--- src/design/rrbb_pkg.sv ---
// ----------------------------------------------------------------------------
// rrbb_pkg
// Shared types, constants and the CORDIC angle table for the rotated
// rectangle bounding box core.
// ----------------------------------------------------------------------------
package rrbb_pkg;

    localparam int FRAC_BITS_DEF     = 8;
    localparam int CORDIC_STAGES_DEF = 16;
    localparam int ATAN_ENTRIES      = 24;
    localparam int HALF_TURN         = 46080;
    localparam int QUARTER_TURN      = 23040;
    localparam logic [33:0] CORDIC_GAIN = 34'd652032874;
    localparam logic [33:0] UNIT_Q30    = 34'd1073741824;

    // angle in 2^-20 degree: 90 deg * 2^20 < 2^27, carry sign and headroom
    localparam int ZW = 29;
    // cordic x/y in Q2.30 plus sign and headroom
    localparam int XW = 34;

    typedef struct packed {
        logic signed [XW-1:0] x;
        logic signed [XW-1:0] y;
        logic signed [ZW-1:0] z;
    } cordic_vec_t;

    function automatic logic signed [ZW-1:0] atan_deg20(input int idx);
        logic signed [ZW-1:0] v;
        unique case (idx)
            0:  v = ZW'(47185920);
            1:  v = ZW'(27855475);
            2:  v = ZW'(14718068);
            3:  v = ZW'(7471121);
            4:  v = ZW'(3750058);
            5:  v = ZW'(1876857);
            6:  v = ZW'(938658);
            7:  v = ZW'(469357);
            8:  v = ZW'(234682);
            9:  v = ZW'(117342);
            10: v = ZW'(58671);
            11: v = ZW'(29335);
            12: v = ZW'(14668);
            13: v = ZW'(7334);
            14: v = ZW'(3667);
            15: v = ZW'(1833);
            16: v = ZW'(917);
            17: v = ZW'(458);
            18: v = ZW'(229);
            19: v = ZW'(115);
            20: v = ZW'(57);
            21: v = ZW'(29);
            22: v = ZW'(14);
            23: v = ZW'(7);
            default: v = '0;
        endcase
        return v;
    endfunction

endpackage

--- src/design/rrbb_cordic_cell.sv ---
// ----------------------------------------------------------------------------
// rrbb_cordic_cell
// One rotation-mode CORDIC micro-rotation with its side-band payload.
// ----------------------------------------------------------------------------
module rrbb_cordic_cell
    import rrbb_pkg::*;
#(
    parameter int STAGE = 0,
    parameter int PW    = 8
)(
    input  logic              clk,
    input  logic              rst_n,
    input  logic              en,
    input  logic              vld_in,
    input  cordic_vec_t       vec_in,
    input  logic [PW-1:0]     pay_in,
    output logic              vld_out,
    output cordic_vec_t       vec_out,
    output logic [PW-1:0]     pay_out
);

    logic          vld_reg;
    cordic_vec_t   vec_reg, vec_next;
    logic [PW-1:0] pay_reg;

    always_comb
    begin
        logic signed [XW-1:0] dx, dy;
        dx = vec_in.y >>> STAGE;
        dy = vec_in.x >>> STAGE;
        if (!vec_in.z[ZW-1])
        begin
            vec_next.x = vec_in.x - dx;
            vec_next.y = vec_in.y + dy;
            vec_next.z = vec_in.z - atan_deg20(STAGE);
        end
        else
        begin
            vec_next.x = vec_in.x + dx;
            vec_next.y = vec_in.y - dy;
            vec_next.z = vec_in.z + atan_deg20(STAGE);
        end
    end

    always_ff @(posedge clk or negedge rst_n)
    begin
        if (!rst_n)
            vld_reg <= 1'b0;
        else if (en)
            vld_reg <= vld_in;
    end

    always_ff @(posedge clk)
    begin
        if (en)
        begin
            vec_reg <= vec_next;
            pay_reg <= pay_in;
        end
    end

    assign vld_out = vld_reg;
    assign vec_out = vec_reg;
    assign pay_out = pay_reg;

endmodule

--- config.mk ---
export PLATFORM = sky130hd
export DESIGN_NAME = rrbb_cordic_cell
export DESIGN_NICKNAME = d
export VERILOG_FILES = /design/src/design/rrbb_pkg.sv /design/src/design/rrbb_cordic_cell.sv
export SDC_FILE = /design/constraint.sdc
export NUM_CORES = 1
export LEC_CHECK = 0
export BUFFER_PORTS_ARGS = -buffer_cell sky130_fd_sc_hd__buf_2
export CAP_MARGIN = 20
export CORE_UTILIZATION = 43
export DETAILED_ROUTE_END_ITERATION = 10
export PLACE_DENSITY = 0.71
export SETUP_SLACK_MARGIN = 0.05
export SLEW_MARGIN = 20
export SYNTH_ARGS = -nofsm -noshare
export SYNTH_HDL_FRONTEND = slang
export SYNTH_SLANG_ARGS = --single-unit
--- constraint.sdc ---
create_clock -name clk -period 1 [get_ports clk]
set_clock_uncertainty 0.2 [all_clocks]
set_input_delay 0.15 -clock clk [delete_from_list [all_inputs] [get_ports clk]]
set_output_delay 0.15 -clock clk [all_outputs]
set_load 0.1 [all_outputs]
==> impl_metrics.env, run 1 <==
export IMPL_fin_area_um2=18100
export IMPL_area_growth_pct=96.4
export IMPL_cts_hold_buffers=30
export IMPL_grt_max_degree=57
export IMPL_min_period_over_period_pct=266
export IMPL_cts_tree="built"
export IMPL_path_max_fanout=6
export IMPL_r2r_end="vld_out"
export IMPL_ys_types=76
export IMPL_synth_seq_cells=105
export IMPL_worst_slew_pin_slew_ps=628
export IMPL_postRouteAntennaNets=0
export IMPL_die_w_um=148
export IMPL_avgSynthCellArea_um2=9.02
export IMPL_rr_startpoint="vld_out"
export IMPL_hp_start="vld_in"
export IMPL_slew_violations=0
export IMPL_grt_pass1_wl_um=57800
export IMPL_yosysWarnings=0
export IMPL_power_total_mw=26.0
export IMPL_clock_root_buffer="clkbuf_16"
export IMPL_reg2reg_depth=1
export IMPL_firstDrtPassIters=6
export IMPL_rows=53
export IMPL_routabilityCongestion=0.991
export IMPL_insertion_delay_ps=350
export IMPL_synth_enable_flop_cells=104
export IMPL_first_global_vias=10600
export IMPL_seq_area_frac_synth_pct=34.2
export IMPL_path_class="input pin to register"
export IMPL_yosysTopAreaCellShare_pct=33.9
export IMPL_max_vdd_ir_drop_uv=1100
export IMPL_hpwl_um=27700
export IMPL_die_area_um2=22000
export IMPL_core_area_um2=21000
export IMPL_start_util_pct=43.8
export IMPL_multiInputGateArea_um2=7310
export IMPL_via_count=10900
export IMPL_cts_buffers=9
export IMPL_startpoint_type="input pin"
export IMPL_dpl_cell_area_um2=15300
export IMPL_min_to="vld_out"
export IMPL_fin_ws_ps=-1660
export IMPL_port_buffer_count=214
export IMPL_grt_antenna_before_repair=1
export IMPL_finalHoldViolCount=4
export IMPL_nets=1844
export IMPL_crit_required_ps=900
export IMPL_drt_iter0_drc=1067
export IMPL_violations="hold timing, setup timing"
export IMPL_synth_fp_nets=1239
export IMPL_drc=0
export IMPL_nFillCells=976
export IMPL_netlist_area_um2=9200
export IMPL_htree_levels=3
export IMPL_reg2reg_slack_ps=-70
export IMPL_outcome="finished, violations left"
export IMPL_hold_path_depth=2
export IMPL_syn_inst=1020
export IMPL_slew_headroom_pct=57.7
export IMPL_ios=215
export IMPL_yosys_top_cells_count="a21oi_1, ha_1, edfxtp_1, inv_1, nor2_1"
export IMPL_min_path_type="input pin to register"
export IMPL_synth_ff_type="edfxtp_1"
export IMPL_register_area_um2=3150
export IMPL_yosysTopAreaCell="edfxtp_1"
export IMPL_clockBufferDepth=2
export IMPL_async_flop_share_pct=0.952
export IMPL_wl_per_cell_um=22.0
export IMPL_max_freq_ghz=0.376
export IMPL_power_density_nw_per_um2=1440
export IMPL_viasPerCell=5.70
export IMPL_setup_violations=180
export IMPL_endpoint_kind="register"
export IMPL_overflow=0
export IMPL_rsz0062_at_grt="true"
export IMPL_maxCapViolCount=0
export IMPL_die_h_um=148
export IMPL_yosysMostFrequentCell="a21oi_1"
export IMPL_synthTopCellsByArea="edfxtp_1, ha_1, a21oi_1"
export IMPL_drt_total_wl_um=41900
export IMPL_clkSinkCount=105
export IMPL_grt_use_total_pct=34.0
export IMPL_layout_min_cycle_time_ps=2660
export IMPL_cp_data_arrival_time_ps=2560
export IMPL_drive_gt1_share_pct=55.8
export IMPL_clkSlewWorstSetupHoldPaths_ps=80
export IMPL_hold_ws_ps=-161
export IMPL_power_leakage_nw=7.91
==> power breakdown <==
group          switching, mW  total [mW]  internal, mW
Combinational           9.34        15.9          6.54
Sequential             0.610        6.33          5.72
Clock                   1.79        3.82          2.03
==> logic make-up after synthesis <==
group	share of synthesized area [%]
compound gates	22.3
simple gates	12.6
buf+inv	6.60
fa+ha+maj	15.3
flops	34.2
xor+xnor	6.85
mux	2.09
==> how the worst max path moves through the flow <==
stage                     from           to
floorplan           vec_in[79]  vec_out[96]
global placement    vec_in[37]  vec_out[57]
detailed placement  vec_in[47]  vec_out[86]
CTS                 vec_in[78]  vec_out[96]
global route        vec_in[37]  vec_out[96]
finish              vec_in[45]  vec_out[62]
==> sequential cells by signal, indices dropped and copies added, names as in the netlist <==
signal,cells
vld_out,1
pay_out,8
vec_out,96
==> per-stage QoR <==
stage	hold slack (ps)	instances	utilization [%]	setup TNS, ps	worst slack, ps
2_1_floorplan	-346	1020	-	-110090	-1720
3_3_place_gp	-275	1804	72.9	-122480	-2150
3_5_place_dp	-272	1804	72.9	-125620	-2160
4_1_cts	-169	1876	81.5	-113240	-1550
5_1_grt	-162	1906	86.0	-126440	-1740
6_report	-161	1906	86.0	-121450	-1660
==> cells in the final DEF (no fill, tap or decap), types with 9 or more instances in the layout <==
master	synthesis	routed
buf_4	2	337
buf_12	0	118
edfxtp_1	104	104
inv_1	104	80
buf_2	14	79
ha_1	106	71
nor2_1	81	68
a21oi_1	121	67
buf_6	1	60
xnor2_1	62	47
nand2_1	54	47
a21oi_2	0	36
dlygate4sd3_1	0	29
ha_4	0	26
o21ai_1	13	25
o21ai_0	56	24
o21bai_1	26	20
a21oi_4	0	18
o21ai_2	2	16
xnor2_2	0	15
nor3_1	22	13
inv_2	4	12
a21o_1	14	12
mux2i_1	17	12
buf_8	0	12
nand3_1	15	11
xor2_1	10	10
nand2b_1	13	9
ha_2	0	9
clkbuf_16	0	9
==> critical path: stages <==
cell and delay [ps]:
buf_8 80, inv_6 30, ha_4 250, or3_4 390
or2_4 290, nor4_4 190, o21ai_2 150, a31o_2 260
nand4b_1 230, a32oi_1 270, a21oi_1 110, xnor2_1 140
==> area by class of cell <==
cell class	instances	area share (%)
antenna	1	0.0138
clock buffer	11	1.34
clock inverter	5	0.332
inverter	111	2.76
multi-input combinational	762	40.4
sequential	105	17.4
tap	275	1.90
timing repair buffer	636	35.8
==> metal layers <==
metal | wire (um) | track usage (%)
met2 | 20600 | 58.4
met1 | 15900 | 43.5
met3 | 3540 | 4.75
met5 | 0 | 0
met4 | 1910 | 12.2
==> repair_timing <==
item                                    in CTS  in global routing
hold endpoints to repair                    33                  4
pin swaps                                  120                108
cloned                                       1                  0
buffers inserted                            31                 40
gates resized for setup                    216                156
endpoints found under the setup margin     180                181
Note: power is estimated with default switching activity, not from simulation.
==> run 2: changes to the inputs <==
CORE_UTILIZATION = 50   (was 43)
PLACE_DENSITY = 0.79   (was 0.71)
==> impl_metrics.env, run 2 <==
export IMPL_grt_max_degree=37
export IMPL_ios=215
export IMPL_async_flop_share_pct=0.952
export IMPL_seq_area_frac_synth_pct=34.2
export IMPL_htree_levels=3
export IMPL_clockBufferDepth=2
export IMPL_haltStage="global routing (5_1_grt)"
export IMPL_start_util_pct=51.0
export IMPL_grt_pass1_wl_um=103000
export IMPL_yosysTopAreaCell="edfxtp_1"
export IMPL_first_global_vias=15300
export IMPL_place_ws_ps=-2120
export IMPL_dpl_cell_area_um2=15200
export IMPL_yosysTopAreaCellShare_pct=33.9
export IMPL_syn_inst=1020
export IMPL_grt_use_total_pct=75.0
export IMPL_port_buffer_count=214
export IMPL_clkSinkCount=105
export IMPL_cts_buffers=9
export IMPL_ys_types=76
export IMPL_yosys_top_cells_count="a21oi_1, ha_1, edfxtp_1, inv_1, nor2_1"
export IMPL_netlist_area_um2=9200
export IMPL_synth_ff_type="edfxtp_1"
export IMPL_yosysMostFrequentCell="a21oi_1"
export IMPL_rows=49
export IMPL_clock_root_buffer="clkbuf_16"
export IMPL_outcome="did not finish"
export IMPL_yosysWarnings=0
export IMPL_routabilityCongestion=1.02
export IMPL_avgSynthCellArea_um2=9.02
export IMPL_hpwl_um=30100
export IMPL_synth_seq_cells=105
export IMPL_die_w_um=138
export IMPL_die_h_um=138
export IMPL_synth_fp_nets=1239
export IMPL_overflow=109
export IMPL_stop_error="[ERROR GRT-0116] Global routing finished with congestion. Check the congestion regions in the DRC Viewer."
export IMPL_synthTopCellsByArea="edfxtp_1, ha_1, a21oi_1"
export IMPL_synth_enable_flop_cells=104
[run 2: timing repair]
action | CTS
hold buffers | 29
endpoints found under the hold margin | 32
setup endpoints to repair | 180
setup buffers | 55
gates resized for setup | 232
pin swaps | 139
[run 2: per-stage QoR]
| stage | instances | utilization (%) |
|---|---|---|
| floorplan | 1020 | - |
| global placement | 1744 | 84.3 |
| detailed placement | 1744 | 84.3 |
| CTS | 1832 | 95.3 |
[run 2: layer usage]
layer / overflow / global-route usage [%]
met1: 1 / 75.5
met2: 62 / 92.2
met3: 2 / 55.8
met4: 44 / 78.5
met5: 0 / 26.4
[run 2: cell families after synthesis]
logic type / share of synthesized area (%)
flops: 34.2
xor+xnor: 6.85
simple gates: 12.6
buf+inv: 6.60
fa+ha+maj: 15.3
compound gates: 22.3
mux: 2.09
==> run 3: changes to the inputs <==
CORE_UTILIZATION = 35   (was 50)
PLACE_DENSITY = unset   (was 0.79)
PLACE_DENSITY_LB_ADDON = 0.15   (was unset)
SETUP_SLACK_MARGIN = unset   (was 0.05)
==> impl_metrics.env, run 3 (same netlist as run 1, synthesis figures left out) <==
export IMPL_min_path_type="input pin to register"
export IMPL_dp_cells=1863
export IMPL_firstDrtPassIters=7
export IMPL_ios=215
export IMPL_rows=58
export IMPL_fin_cells=1969
export IMPL_reg2reg_depth=1
export IMPL_htree_levels=3
export IMPL_drt_iter0_drc=622
export IMPL_cts_tree="built"
export IMPL_violations="hold timing, setup timing"
export IMPL_core_area_um2=25500
export IMPL_path_cells="buf_12, buf_12, ha_4, fa_2, nand2b_4, a31oi_4, o21ai_4, o211ai_1, o21a_1, o2111ai_2, a21oi_2, a2bb2oi_2, xnor2_1"
export IMPL_clockBufferDepth=2
export IMPL_rr_startpoint="vld_out"
export IMPL_min_period_over_period_pct=259
export IMPL_r2r_end="vld_out"
export IMPL_power_leakage_nw=7.91
export IMPL_overflow=0
export IMPL_critPathTopFamily="compound AO/OA/AOI/OAI gates"
export IMPL_final_cell_mix="buf_4, buf_12, edfxtp_1"
export IMPL_grt_max_degree=42
export IMPL_cts_buffers=9
export IMPL_endpoint="vec_out[93]"
export IMPL_die_w_um=164
export IMPL_critPathMaxStageDelay_ps=340
export IMPL_cp_buffers_inverters=2
export IMPL_drt_total_wl_um=37300
export IMPL_clkSlewWorstSetupHoldPaths_ps=80
export IMPL_cp_data_arrival_time_ps=2510
export IMPL_place_ws_ps=-2160
export IMPL_layout_commonest_cell="buf_4"
export IMPL_nets=1853
export IMPL_area_growth_pct=97.9
export IMPL_path_max_fanout=2
export IMPL_hold_path_depth=2
export IMPL_slew_violations=0
export IMPL_grt_use_total_pct=26.9
export IMPL_path_depth=13
export IMPL_largest_register_ffs=96
export IMPL_endpoint_kind="register"
export IMPL_reg2reg_slack_ps=-80
export IMPL_startpoint_type="input pin"
export IMPL_wl_per_cell_um=18.9
export IMPL_setup_violations=180
export IMPL_hpwl_um=28500
export IMPL_port_buffer_count=214
export IMPL_die_h_um=164
export IMPL_hold_ws_ps=-27.4
export IMPL_start_util_pct=36.1
export IMPL_first_global_vias=10300
export IMPL_layout_min_cycle_time_ps=2590
export IMPL_via_count=10300
export IMPL_clkSinkCount=105
export IMPL_clock_root_buffer="clkbuf_16"
export IMPL_viasPerCell=5.23
export IMPL_finalHoldViolCount=4
export IMPL_crit_required_ps=920
export IMPL_dpl_cell_area_um2=15400
export IMPL_drive_gt1_share_pct=56.6
export IMPL_path_common_cell="buf_12"
export IMPL_routabilityCongestion=0.932
export IMPL_insertion_delay_ps=360
export IMPL_worst_slew_pin_slew_ps=697
export IMPL_fin_area_um2=18200
export IMPL_critPathLaunch="vec_in[29]"
export IMPL_maxCapViolCount=0
export IMPL_num_antenna_cells=0
export IMPL_outcome="finished, violations left"
export IMPL_grt_antenna_before_repair=0
export IMPL_drc=0
export IMPL_power_total_mw=25.6
export IMPL_path_class="input pin to register"
export IMPL_die_area_um2=26900
export IMPL_max_vdd_ir_drop_uv=990
export IMPL_cp_slowest_cell="fa_2"
export IMPL_rsz0062_at_grt="true"
export IMPL_fin_ws_ps=-1590
export IMPL_postRouteAntennaNets=0
export IMPL_max_freq_ghz=0.386
export IMPL_grt_pass1_wl_um=55800
export IMPL_power_density_nw_per_um2=1400
export IMPL_slew_headroom_pct=53.1
==> run 3: worst min path at each step <==
stage | to | start | slack (ps)
CTS | vec_out[21] | vec_in[20] | -30
finish | vec_out[21] | vec_in[20] | -30
floorplan | vld_out | rst_n | -350
global route | vec_out[21] | vec_in[20] | -40
detailed placement | vld_out | rst_n | -270
global placement | vld_out | rst_n | -270
==> run 3: per-layer routing <==
metal	wire length (um)	track usage (%)
met3	1960	3.61
met1	15600	34.0
met4	998	7.45
met2	18600	47.5
met5	0	0
==> run 3: cell type report <==
type	instances	area [um^2]
Multi-Input combinational cell	762	7330
Fill cell	1800	7260
Clock inverter	7	55.1
Tap cell	330	413
Inverter	111	509
Sequential cell	105	3150
Timing Repair Buffer	645	6530
Clock buffer	9	225
==> run 3: what timing repair did <==
item	4_1_cts	5_1_grt
cloned	0	0
pin swaps	124	133
gates resized for setup	238	140
endpoints found under the hold margin	35	5
hold buffers	31	1
buffers inserted	34	38
endpoints found under the setup margin	180	180
==> run 3: per-stage QoR <==
stage                     utilization, %  TNS, ps
after floorplan                        -  -110090
after global placement              60.6  -123790
after detailed placement            60.6  -125360
after CTS                           68.2  -115860
after global routing                71.5  -124480
final                               71.5  -118350
==> run 3: power breakdown <==
part | switching (mW) | internal, mW
logic | 9.10 | 6.58
registers | 0.541 | 5.72
clock network | 1.91 | 1.72
